--- src/design/glr_pkg.sv ---
// Shared constants and types for the grid line rasterizer.
// Used by glr_ctrl, glr_datapath and grid_line_rasterizer_top; no dependencies.
package glr_pkg;

  // Default grid limits, handed to the top-level parameters.
  localparam int DEF_MAX_WIDTH  = 256;
  localparam int DEF_MAX_HEIGHT = 256;

  // Field widths fixed by the interface.
  localparam int COORD_W = 13;
  localparam int CELL_W  = 8;
  localparam int CFG_W   = 9;
  localparam int RC_W    = 8;

  // Operation codes.
  localparam logic OP_DRAW = 1'b0;
  localparam logic OP_READ = 1'b1;

  // Configuration register indexes.
  localparam logic REG_GRID_WIDTH  = 1'b0;
  localparam logic REG_GRID_HEIGHT = 1'b1;

  // Commands from the controller to the datapath.
  typedef struct packed {
    logic clear;
    logic load;
    logic order;
    logic setup;
    logic walk;
  } glr_cmd_t;

  // Status from the datapath to the controller.
  typedef struct packed {
    logic clr_last;
    logic walk_last;
  } glr_status_t;

endpackage

--- src/design/glr_ctrl.sv ---
// Sequencing state machine for the grid line rasterizer.
// Depends on glr_pkg for the command and status structs.
module glr_ctrl
  import glr_pkg::*;
(
  input  logic        clk_i,
  input  logic        rst_ni,
  input  logic        start_i,
  output logic        busy_o,
  output logic        done_o,
  output glr_cmd_t    cmd_o,
  input  glr_status_t status_i
);

  localparam logic [2:0] ST_CLEAR  = 3'd0;
  localparam logic [2:0] ST_IDLE   = 3'd1;
  localparam logic [2:0] ST_ORDER  = 3'd2;
  localparam logic [2:0] ST_SETUP  = 3'd3;
  localparam logic [2:0] ST_WALK   = 3'd4;
  localparam logic [2:0] ST_DRAIN1 = 3'd5;
  localparam logic [2:0] ST_DRAIN2 = 3'd6;
  localparam logic [2:0] ST_DONE   = 3'd7;

  logic [2:0] state_q, state_d;
  logic       accept;

  // A new request may be taken while the previous result is on the ports.
  assign busy_o = !((state_q == ST_IDLE) || (state_q == ST_DONE));
  assign done_o = (state_q == ST_DONE);
  assign accept = start_i && !busy_o;

  always_comb begin
    state_d = state_q;
    cmd_o   = '0;
    unique case (state_q)
      ST_CLEAR: begin
        cmd_o.clear = 1'b1;
        if (status_i.clr_last) begin
          state_d = ST_IDLE;
        end
      end
      ST_IDLE, ST_DONE: begin
        if (accept) begin
          cmd_o.load = 1'b1;
          state_d    = ST_ORDER;
        end else begin
          state_d = ST_IDLE;
        end
      end
      ST_ORDER: begin
        cmd_o.order = 1'b1;
        state_d     = ST_SETUP;
      end
      ST_SETUP: begin
        cmd_o.setup = 1'b1;
        state_d     = ST_WALK;
      end
      ST_WALK: begin
        cmd_o.walk = 1'b1;
        if (status_i.walk_last) begin
          state_d = ST_DRAIN1;
        end
      end
      ST_DRAIN1: begin
        state_d = ST_DRAIN2;
      end
      ST_DRAIN2: begin
        state_d = ST_DONE;
      end
      default: begin
        state_d = ST_IDLE;
      end
    endcase
  end

  always_ff @(posedge clk_i or negedge rst_ni) begin
    if (!rst_ni) begin
      state_q <= ST_CLEAR;
    end else begin
      state_q <= state_d;
    end
  end

endmodule

--- config.mk ---
export PLATFORM = sky130hd
export DESIGN_NAME = glr_ctrl
export DESIGN_NICKNAME = d
export VERILOG_FILES = /design/src/design/glr_pkg.sv /design/src/design/glr_ctrl.sv
export SDC_FILE = /design/constraint.sdc
export NUM_CORES = 1
export LEC_CHECK = 0
export ABC_CLOCK_PERIOD_IN_PS = 2000
export BUFFER_PORTS_ARGS = -buffer_cell sky130_fd_sc_hd__clkbuf_2
export CORE_AREA = 2 2 39 41
export CTS_CLUSTER_DIAMETER = 80
export DETAILED_ROUTE_END_ITERATION = 8
export DIE_AREA = 0 0 41 43
export PLACE_DENSITY = 0.39
export SYNTH_ARGS = -nofsm -noshare
export SYNTH_HDL_FRONTEND = slang
export SYNTH_SLANG_ARGS = --single-unit
--- constraint.sdc ---
create_clock -name clk_i -period 2 [get_ports clk_i]
set_clock_uncertainty 0.1 [all_clocks]
set_input_delay 0.2 -clock clk_i [delete_from_list [all_inputs] [get_ports clk_i]]
set_output_delay 0.2 -clock clk_i [all_outputs]
set_load 0.05 [all_outputs]
==> summary.txt, run 1 <==
Outcome
  • Status: finished clean

Die
  • Starting density of the core: 17.4%
  • DIE AREA: about 0.0018 mm^2
  • Die height: 43 um
  • Die Wd: 41 um
  • Cell Rows: 14
  • CORE AREA: about 0.0014 mm^2
  • I/O pins: 12

Finish
  • Final nets: 46
  • ANT cells: 0
  • Max reg flops: 3
  • Layout cells sized above 1: around 43%
  • Area delta synth->final: 32.3%
  • Filler cells: 167
  • Sequential Area: 75.1 um^2
  • Biggest register: state_q
  • Multi-input gate area: 128 um^2
  • Largest regs: state_q x3
  • Commonest non-fill, non-tap cell in the layout: clkbuf_2
  • Most frequent cells in the layout: clkbuf_2, clkbuf_4, dfrtp_1

Route
  • Drt pass-1 iters: 2
  • Final ANT Viol Nets: 0
  • Total wire length: between 500 and 600 um
  • DRC: 0
  • Routed len/inst: 9.04 um
  • Routed vias: roughly 220
  • Via/cell ratio: 3.84
  • Starting DRT DRC Count: 3

GRT
  • Initial antenna violation count: 0
  • Number of global-route vias before repair: 188
  • Largest net degree at the start of global routing: 12
  • Total GRT Usage: 7.24%
  • First-pass GRT wire length: 779 um
  • Global route overflow: 0

Clock network
  • CTS tree: built
  • Worst-skew pair later-pin latency: 0.23 ns
  • Max Buffers Root-to-Sink: 2
  • Clk sinks: 3
  • CTS H-tree lvls: 1
  • Post-CTS setup buffer count: 0
  • CTS root buffer: clkbuf_4
  • TritonCTS buffer count: 3
  • Reg clk slew, reported paths: approximately 0.040 ns

Timing
  • RSZ-0062 raised after global routing: no
  • Slew @ Worst Pin: ~0.37 ns
  • Final setup viols: 0
  • Final-report hold violation count: 0
  • Fmax: 583 MHz
  • Setup TNS: 0 ns
  • Crit share post-route: 85.8%
  • Fin crit period: ~1.7 ns
  • Worst slew margin: 75.6%
  • Max-slew violations: 0

Synthesis
  • Syn nets: 32
  • Synth unique cells: 18
  • Synthesized flop and latch total: 3
  • Synthesized instance count: 27
  • Post-Syn Area: about 240 um^2
  • Post-synthesis sequential area ratio: 31.3%
  • Syn avg cell area: 8.90 um^2
  • Yosys Warn Count: 0

Worst hold path
  • Worst min path class: input pin to flop

Worst setup path
  • CP arrival: 1.42 ns
  • Crit Path Category: flop to output port
  • Setup crit end kind: output port
  • CP max FO: 8
  • Crit start category: flop
  • Worst endpoint required time: 1.70 ns

Placement
  • IO Port Bufs: 11
  • Gpl congestion: 0.648

Run
  • Max-cap violation count: 0
==> cell families after synthesis <==
kind of cell    synth area share (%)
compound gates                  13.5
xor+xnor                        7.29
buf+inv                         15.6
flops                           31.2
simple gates                    32.3
==> metal layers <==
layer	global-route usage, %	vias to the layer above	share of wire (%)
li1	-	114	-
met1	9.06	93	45
met2	8.13	8	45
met3	6.28	0	9.9
met4	4.00	0	0
met5	0	-	0
==> metrics by stage <==
stage                     utilization [%]  hold slack (ns)  area (um^2)  setup slack, ns  cells
after floorplan                         -           -0.196          240           0.0924     27
after global placement               20.3          -0.0983          282            0.511     51
after detailed placement             20.3          -0.0976          282            0.514     51
after CTS                            23.0            0.167          318            0.247     56
after global routing                 23.0            0.171          318            0.143     56
final                                23.0            0.172          318            0.284     56
==> area by class of cell <==
| class | instances | area share [%] |
|---|---|---|
| Tap cell | 16 | 6.30 |
| Clock buffer | 4 | 8.27 |
| Multi-Input combinational cell | 20 | 40.2 |
| Timing Repair Buffer | 12 | 20.5 |
| Sequential cell | 3 | 23.6 |
| Inverter | 1 | 1.18 |
==> synthesized netlist by cell type <==
cell type | n | area [um^2]
nor2b_4 | 1 | 13.8
nor2_1 | 2 | 7.51
a21oi_1 | 2 | 10.0
o21a_1 | 1 | 7.51
and3_1 | 1 | 6.26
buf_6 | 3 | 33.8
o21ai_0 | 2 | 10.0
nand3b_1 | 1 | 7.51
nor3_2 | 1 | 10.0
nand2_2 | 1 | 6.26
nor2b_1 | 1 | 6.26
o21ai_1 | 1 | 5.00
nor3_1 | 2 | 10.0
dfrtp_1 | 3 | 75.1
xnor2_1 | 2 | 17.5
nand2b_1 | 1 | 6.26
inv_1 | 1 | 3.75
nand2_1 | 1 | 3.75
==> critical path, cell delays in order (launching register included) <==
cell and delay [ns]:
dfrtp_1 0.55, inv_1 0.12, nor3_1 0.20, clkbuf_2 0.30
==> worst paths after layout <==
path	from	endpoint	slack (ns)	cells after the start
setup / recovery	state_q[2]	cmd_o[0]	0.28	3
max in group asynchronous	rst_ni	state_q[1]	1.49	2
setup reg to reg	state_q[2]	state_q[0]	0.83	3
min in group asynchronous	rst_ni	state_q[0]	0.20	2
hold / removal	start_i	state_q[0]	0.17	3
hold reg to reg	state_q[2]	state_q[2]	0.61	1
==> repair_timing <==
| action | in CTS | in global routing |
|---|---|---|
| resized for setup | 0 | 0 |
| hold buffers | 1 | 0 |
| endpoints found under the hold margin | 3 | 0 |
Power of run 1 is left out: the tool's default activity adds up to more than one toggle a clock period on the data nets, which glitch-free logic cannot reach.
==> run 2, diff against run 1 <==
==> constraint.sdc (replaced) <==
create_clock -name clk_i -period 2 [get_ports clk_i]
set_clock_uncertainty 0.1 [all_clocks]
set_input_delay 0.4 -clock clk_i [delete_from_list [all_inputs] [get_ports clk_i]]
set_output_delay 0.4 -clock clk_i [all_outputs]
set_load 0.05 [all_outputs]
==> summary.txt, run 2 (synthesis results as in run 1) <==
Route
  • Starting DRT DRC Count: 5 (was 3)
  • Via/cell ratio: 3.79 (was 3.84)
  • Drt pass-1 iters: 3 (was 2)
  • Routed vias: 212 (was 215)
  • Total wire length: 505 um (was 506 um)
  • DRC: 0 (unchanged)
  • Routed len/inst: 9.02 um (was 9.04 um)
  • Final ANT Viol Nets: 0 (unchanged)

GRT
  • Number of global-route vias before repair: 236 (was 188)
  • First-pass GRT wire length: 897 um (was 779 um)
  • Largest net degree at the start of global routing: 12 (unchanged)
  • Total GRT Usage: 8.04% (was 7.24%)
  • Global route overflow: 0 (unchanged)
  • Initial antenna violation count: 0 (unchanged)

Clock network
  • Reg clk slew, reported paths: 0.04 ns (about the same)
  • Worst-skew pair later-pin latency: 0.23 ns (about the same)
  • Clk sinks: 3 (unchanged)
  • CTS tree: built (unchanged)
  • CTS H-tree lvls: 1 (unchanged)
  • TritonCTS buffer count: 3 (unchanged)
  • Max Buffers Root-to-Sink: 2 (unchanged)
  • CTS root buffer: clkbuf_4 (unchanged)

Finish
  • Area delta synth->final: 36.5% (was 32.3%)
  • Biggest register: state_q (unchanged)
  • Final design utilization: 23.7% (was 23.0%)
  • Max reg flops: 3 (unchanged)
  • Finished Layout Cells: 56 (unchanged)
  • Layout cells sized above 1: 47.5% (was 42.5%)
  • Final nets: 46 (unchanged)
  • Commonest non-fill, non-tap cell in the layout: clkbuf_2 (unchanged)
  • ANT cells: 0 (unchanged)
  • Largest regs: state_q x3 (unchanged)
  • Most frequent cells in the layout: clkbuf_2, nor3_2, clkbuf_4, dfrtp_1 (was clkbuf_2, clkbuf_4, dfrtp_1)

Die
  • I/O pins: 12 (unchanged)
  • Cell Rows: 14 (unchanged)
  • Starting density of the core: 17.4% (unchanged)
  • Die Wd: 41 um (unchanged)
  • CORE AREA: 0.00138 mm^2 (unchanged)
  • DIE AREA: 0.00176 mm^2 (unchanged)
  • Die height: 43 um (unchanged)

Worst setup path
  • CP max FO: 8 (unchanged)
  • Setup crit end kind: output port (unchanged)
  • CP arrival: 1.40 ns (was 1.42 ns)
  • RR Startpoint: state_q[2] (unchanged)
  • R2R Setup Slk: 0.83 ns (about the same)
  • Crit start category: flop (unchanged)
  • R2R depth: 3 (unchanged)
  • Crit-path cells: inv_1 -> nor3_2 -> clkbuf_2 (was inv_1 -> nor3_1 -> clkbuf_2)
  • Crit Path Category: flop to output port (unchanged)
  • Slowest cell delay on critical path: 0.54 ns (was 0.55 ns)
  • Slowest-stage cell, CP: dfrtp_1 (unchanged)
  • Worst endpoint required time: 1.50 ns (was 1.70 ns)
  • Reg-to-Reg End: state_q[0] (unchanged)

Timing
  • Max-slew violations: 0 (unchanged)
  • Worst slew margin: 75.8% (was 75.6%)
  • Setup TNS: 0 ns (unchanged)
  • Crit share post-route: 95.2% (was 85.8%)
  • Final-report hold violation count: 0 (unchanged)
  • Slew @ Worst Pin: 0.363 ns (was 0.366 ns)
  • Fin crit period: 1.90 ns (was 1.72 ns)
  • Final setup viols: 0 (unchanged)
  • Final hold slack: 0.390 ns (was 0.172 ns)
  • Fmax: 525 MHz (was 583 MHz)
  • RSZ-0062 raised after global routing: no (unchanged)

Placement
  • Detailed placement HPWL: about 380 um
  • Placed cells: 51 (unchanged)
  • IO Port Bufs: 11 (unchanged)
  • Gpl congestion: 0.627 (was 0.648)

Worst hold path
  • Worst hold path endpoint: state_q[0] (unchanged)
  • Hold Path Depth: 3 (unchanged)
  • Worst min path class: input pin to flop (unchanged)
  • Min-delay src: start_i (unchanged)

Run
  • Max-cap violation count: 0 (unchanged)

Outcome
  • Status: finished clean (unchanged)
run 2: cell types whose count changed in the layout (fill, tap and decap cells not counted), sizes merged:
cell,delta
buf,+1
clkbuf,-1
run 2: worst max-delay path: cells and delay by family, from the launching register on:
| kind | cells | cell delay (ns) |
|---|---|---|
| flops | 1 | 0.54 |
| simple gates | 1 | 0.19 |
| buf+inv | 2 | 0.44 |
run 2: what timing repair did:
item	CTS	global route
setup endpoints to repair	0	1
hold buffers	1	0
gates resized for setup	0	1
buffers inserted	0	0
endpoints found under the hold margin	3	0
run 2: metrics by stage:
step           setup slack, ns  cell area (um^2)
4_1_cts                 0.0759               328
6_report                0.0961               328
2_1_floorplan            0.192               250
5_1_grt                0.00595               328
3_3_place_gp             0.331               292
3_5_place_dp             0.330               292
run 2: worst max path at each step:
stage          startpoint  endpoint  slack, ns  cells past startpoint
6_report       state_q[2]  cmd_o[0]        0.1                      3
5_1_grt        state_q[2]  cmd_o[3]      0.006                      3
4_1_cts        state_q[2]  cmd_o[0]       0.08                      3
3_5_place_dp   state_q[2]  cmd_o[0]       0.33                      3
3_3_place_gp   state_q[2]  cmd_o[3]       0.33                      3
2_1_floorplan  state_q[2]  cmd_o[2]       0.19                      3
run 2: layer usage:
metal	GRT usage, %	vias up	part of all wire (%)
li1	-	113	-
met1	9.03	92	42
met2	10.6	7	52
met3	1.57	0	5.7
met4	10.0	0	0
met5	0	-	0
run 2: area by class of cell:
cell class | count | area (um^2)
Timing Repair Buffer | 12 | 65.1
Inverter | 1 | 3.75
Sequential cell | 3 | 75.1
Multi-Input combinational cell | 20 | 138
Tap cell | 16 | 20.0
Fill cell | 166 | 1060
Clock buffer | 4 | 26.3
Power of run 2 is left out for the same reason.
==> run 3, diff against run 2 <==
- ABC_AREA: unset -> 1
- PLACE_DENSITY: 0.39 -> 0.36
==> summary.txt, run 3 <==
Route
  • Routed len/inst: 8.44 um (was 9.02 um)
  • Routed vias: 227 (was 212)
  • Via/cell ratio: 3.55 (was 3.79)
  • Final ANT Viol Nets: 0 (unchanged)
  • Drt pass-1 iters: 2 (was 3)
  • Total wire length: 540 um (was 505 um)
  • DRC: 0 (unchanged)
  • Starting DRT DRC Count: 3 (was 5)

GRT
  • Number of global-route vias before repair: 194 (was 236)
  • Initial antenna violation count: 0 (unchanged)
  • First-pass GRT wire length: 841 um (was 897 um)
  • Total GRT Usage: 7.63% (was 8.04%)
  • Global route overflow: 0 (unchanged)
  • Largest net degree at the start of global routing: 8 (was 12)

Clock network
  • TritonCTS buffer count: 3 (unchanged)
  • Reg clk slew, reported paths: 0.04 ns (about the same)
  • Worst-skew pair later-pin latency: 0.23 ns (about the same)
  • CTS Hold Bufs: 1 (unchanged)
  • Gates resized, CTS repair: 0 (unchanged)
  • CTS tree: built (unchanged)
  • Post-CTS setup buffer count: 0 (unchanged)
  • Clk sinks: 3 (unchanged)
  • Max Buffers Root-to-Sink: 2 (unchanged)
  • CTS root buffer: clkbuf_4 (unchanged)
  • CTS H-tree lvls: 1 (unchanged)

Worst hold path
  • Min-delay src: start_i (unchanged)
  • Worst hold path endpoint: state_q[1] (was state_q[0])
  • Hold Path Depth: 3 (unchanged)
  • Worst min path class: input pin to flop (unchanged)

Worst setup path
  • Worst endpoint required time: 1.50 ns (about the same)
  • Slowest cell delay on critical path: 0.49 ns (was 0.54 ns)
  • CP top delay family: flip-flops (unchanged)
  • Crit-path cells: inv_2 -> nand2_2 -> nand2_2 -> nor2_2 -> clkbuf_2 (was inv_1 -> nor3_2 -> clkbuf_2)
  • CP Buf/Inv Count: 2 (unchanged)
  • Slowest-stage cell, CP: dfrtp_1 (unchanged)
  • R2R depth: 4 (was 3)
  • Most frequent CP cell: nand2_2
  • Reg-to-Reg End: state_q[1] (was state_q[0])
  • RR Startpoint: state_q[0] (was state_q[2])
  • Crit start category: flop (unchanged)
  • R2R Setup Slk: 0.90 ns (was 0.83 ns)
  • Crit Path Category: flop to output port (unchanged)
  • CP max FO: 7 (was 8)
  • Setup crit end kind: output port (unchanged)
  • CP arrival: 1.37 ns (was 1.40 ns)

Synthesis
  • Top cells by count, synth: inv_1, nand2_1, nand2_2, nor2_1, dfrtp_1 (was buf_6, dfrtp_1)
  • Synth top area cells: dfrtp_1, nand2_2, inv_1, nand2_1, nand3b_1 (was dfrtp_1, buf_6, xnor2_1, nor2b_4, a21oi_1)
  • EDFF count, synth: 0 (unchanged)
  • Synthesized instance count: 32 (was 27)
  • Yosys top cell area share: 34.9% (was 31.3%)
  • Post-synth top flop: dfrtp_1 (unchanged)
  • Yosys Warn Count: 0 (unchanged)
  • Leading area contributor after synthesis: dfrtp_1 (unchanged)
  • Share of flip-flops with an asynchronous set or reset: 100% (unchanged)
  • Synth unique cells: 13 (was 18)
  • Synthesized flop and latch total: 3 (unchanged)
  • Syn nets: 37 (was 32)
  • Post-synthesis sequential area ratio: 34.9% (was 31.3%)
  • Post-Syn Area: 215 um^2 (was 240 um^2)
  • Syn avg cell area: 6.73 um^2 (was 8.90 um^2)

Finish
  • Largest regs: state_q x3 (unchanged)
  • Max reg flops: 3 (unchanged)
  • Biggest register: state_q (unchanged)
  • Layout cells sized above 1: 50.0% (was 47.5%)
  • Most frequent cells in the layout: clkbuf_2, nand2_1, inv_1, nand2_2 (was clkbuf_2, nor3_2, clkbuf_4, dfrtp_1)
  • ANT cells: 0 (unchanged)
  • Area delta synth->final: 57.6% (was 36.5%)
  • Commonest non-fill, non-tap cell in the layout: clkbuf_2 (unchanged)
  • Final nets: 54 (was 46)

Timing
  • Final-report hold violation count: 0 (unchanged)
  • RSZ-0062 raised after global routing: no (unchanged)
  • Slew @ Worst Pin: 0.285 ns (was 0.363 ns)
  • Worst slew margin: 81.0% (was 75.8%)
  • Max-slew violations: 0 (unchanged)
  • Crit share post-route: 93.3% (was 95.2%)
  • Fmax: 536 MHz (was 525 MHz)
  • Final setup viols: 0 (unchanged)
  • Fin crit period: 1.87 ns (was 1.90 ns)
  • Setup TNS: 0 ns (unchanged)

Die
  • Starting density of the core: 15.6% (was 17.4%)
  • Die Wd: 41 um (unchanged)
  • CORE AREA: 0.00138 mm^2 (unchanged)
  • Cell Rows: 14 (unchanged)
  • DIE AREA: 0.00176 mm^2 (unchanged)
  • I/O pins: 12 (unchanged)
  • Die height: 43 um (unchanged)

Placement
  • Gpl congestion: 0.599 (was 0.627)
  • Detailed placement HPWL: 417 um (was 384 um)
  • IO Port Bufs: 11 (unchanged)

Run
  • Max-cap violation count: 0 (unchanged)

Outcome
  • Status: finished clean (unchanged)
## run 3: changes by cell type after synthesis, sizes merged, moves of 2 or more
cell | before | now
nor2b | 2 | 0
inv | 1 | 7
buf | 3 | 0
xnor2 | 2 | 0
nor2 | 2 | 4
nand2 | 2 | 9
## run 3: routing by layer
layer	GRT usage, %	vias up	part of all wire, %	wire (um)
li1	-	130	-	-
met1	10.3	89	51	277
met2	9.06	8	40	218
met3	4.71	0	8.3	45
met4	4.00	0	0	0
met5	0	-	0	0
## run 3: stage by stage
step	area (um^2)	cells	util, %	worst slack, ns	hold WS, ns
2_1_floorplan	228	32	-	0.166	0.00441
3_3_place_gp	303	59	21.9	0.357	0.101
3_5_place_dp	303	59	21.9	0.374	0.103
4_1_cts	339	64	24.5	0.110	0.364
5_1_grt	339	64	24.5	0.0410	0.376
6_report	339	64	24.5	0.134	0.372
## run 3: cell type report
type | count | area (um^2)
flip-flops and latches | 3 | 75.1
well taps | 16 | 20.0
multi-input cells | 22 | 126
fillers | 156 | 1040
repair buffers | 12 | 65.1
inverters | 7 | 26.3
clock buffers | 4 | 26.3
## run 3: worst min-delay path: stages
cell and delay [ns]:
clkbuf_2 0.08, inv_1 0.11, o21ai_2 0.08
## run 3: cell families after synthesis
logic type,count (synthesis),share of synthesized area (%)
AOI/OAI and AO/OA,3,8.72
buffers and inverters,7,12.2
DFF,3,34.9
and+or+nand+nor,19,44.2
## run 3: how the worst max path moves through the flow
| stage | startpoint | endpoint | slack (ns) | cells past startpoint |
|---|---|---|---|---|
| 3_3_place_gp | state_q[2] | cmd_o[3] | 0.36 | 5 |
| 6_report | state_q[2] | cmd_o[3] | 0.13 | 5 |
| 3_5_place_dp | state_q[0] | cmd_o[3] | 0.37 | 5 |
| 4_1_cts | state_q[2] | cmd_o[3] | 0.11 | 5 |
| 5_1_grt | state_q[2] | cmd_o[3] | 0.04 | 5 |
| 2_1_floorplan | state_q[0] | cmd_o[2] | 0.17 | 2 |
Power of run 3 is left out for the same reason.
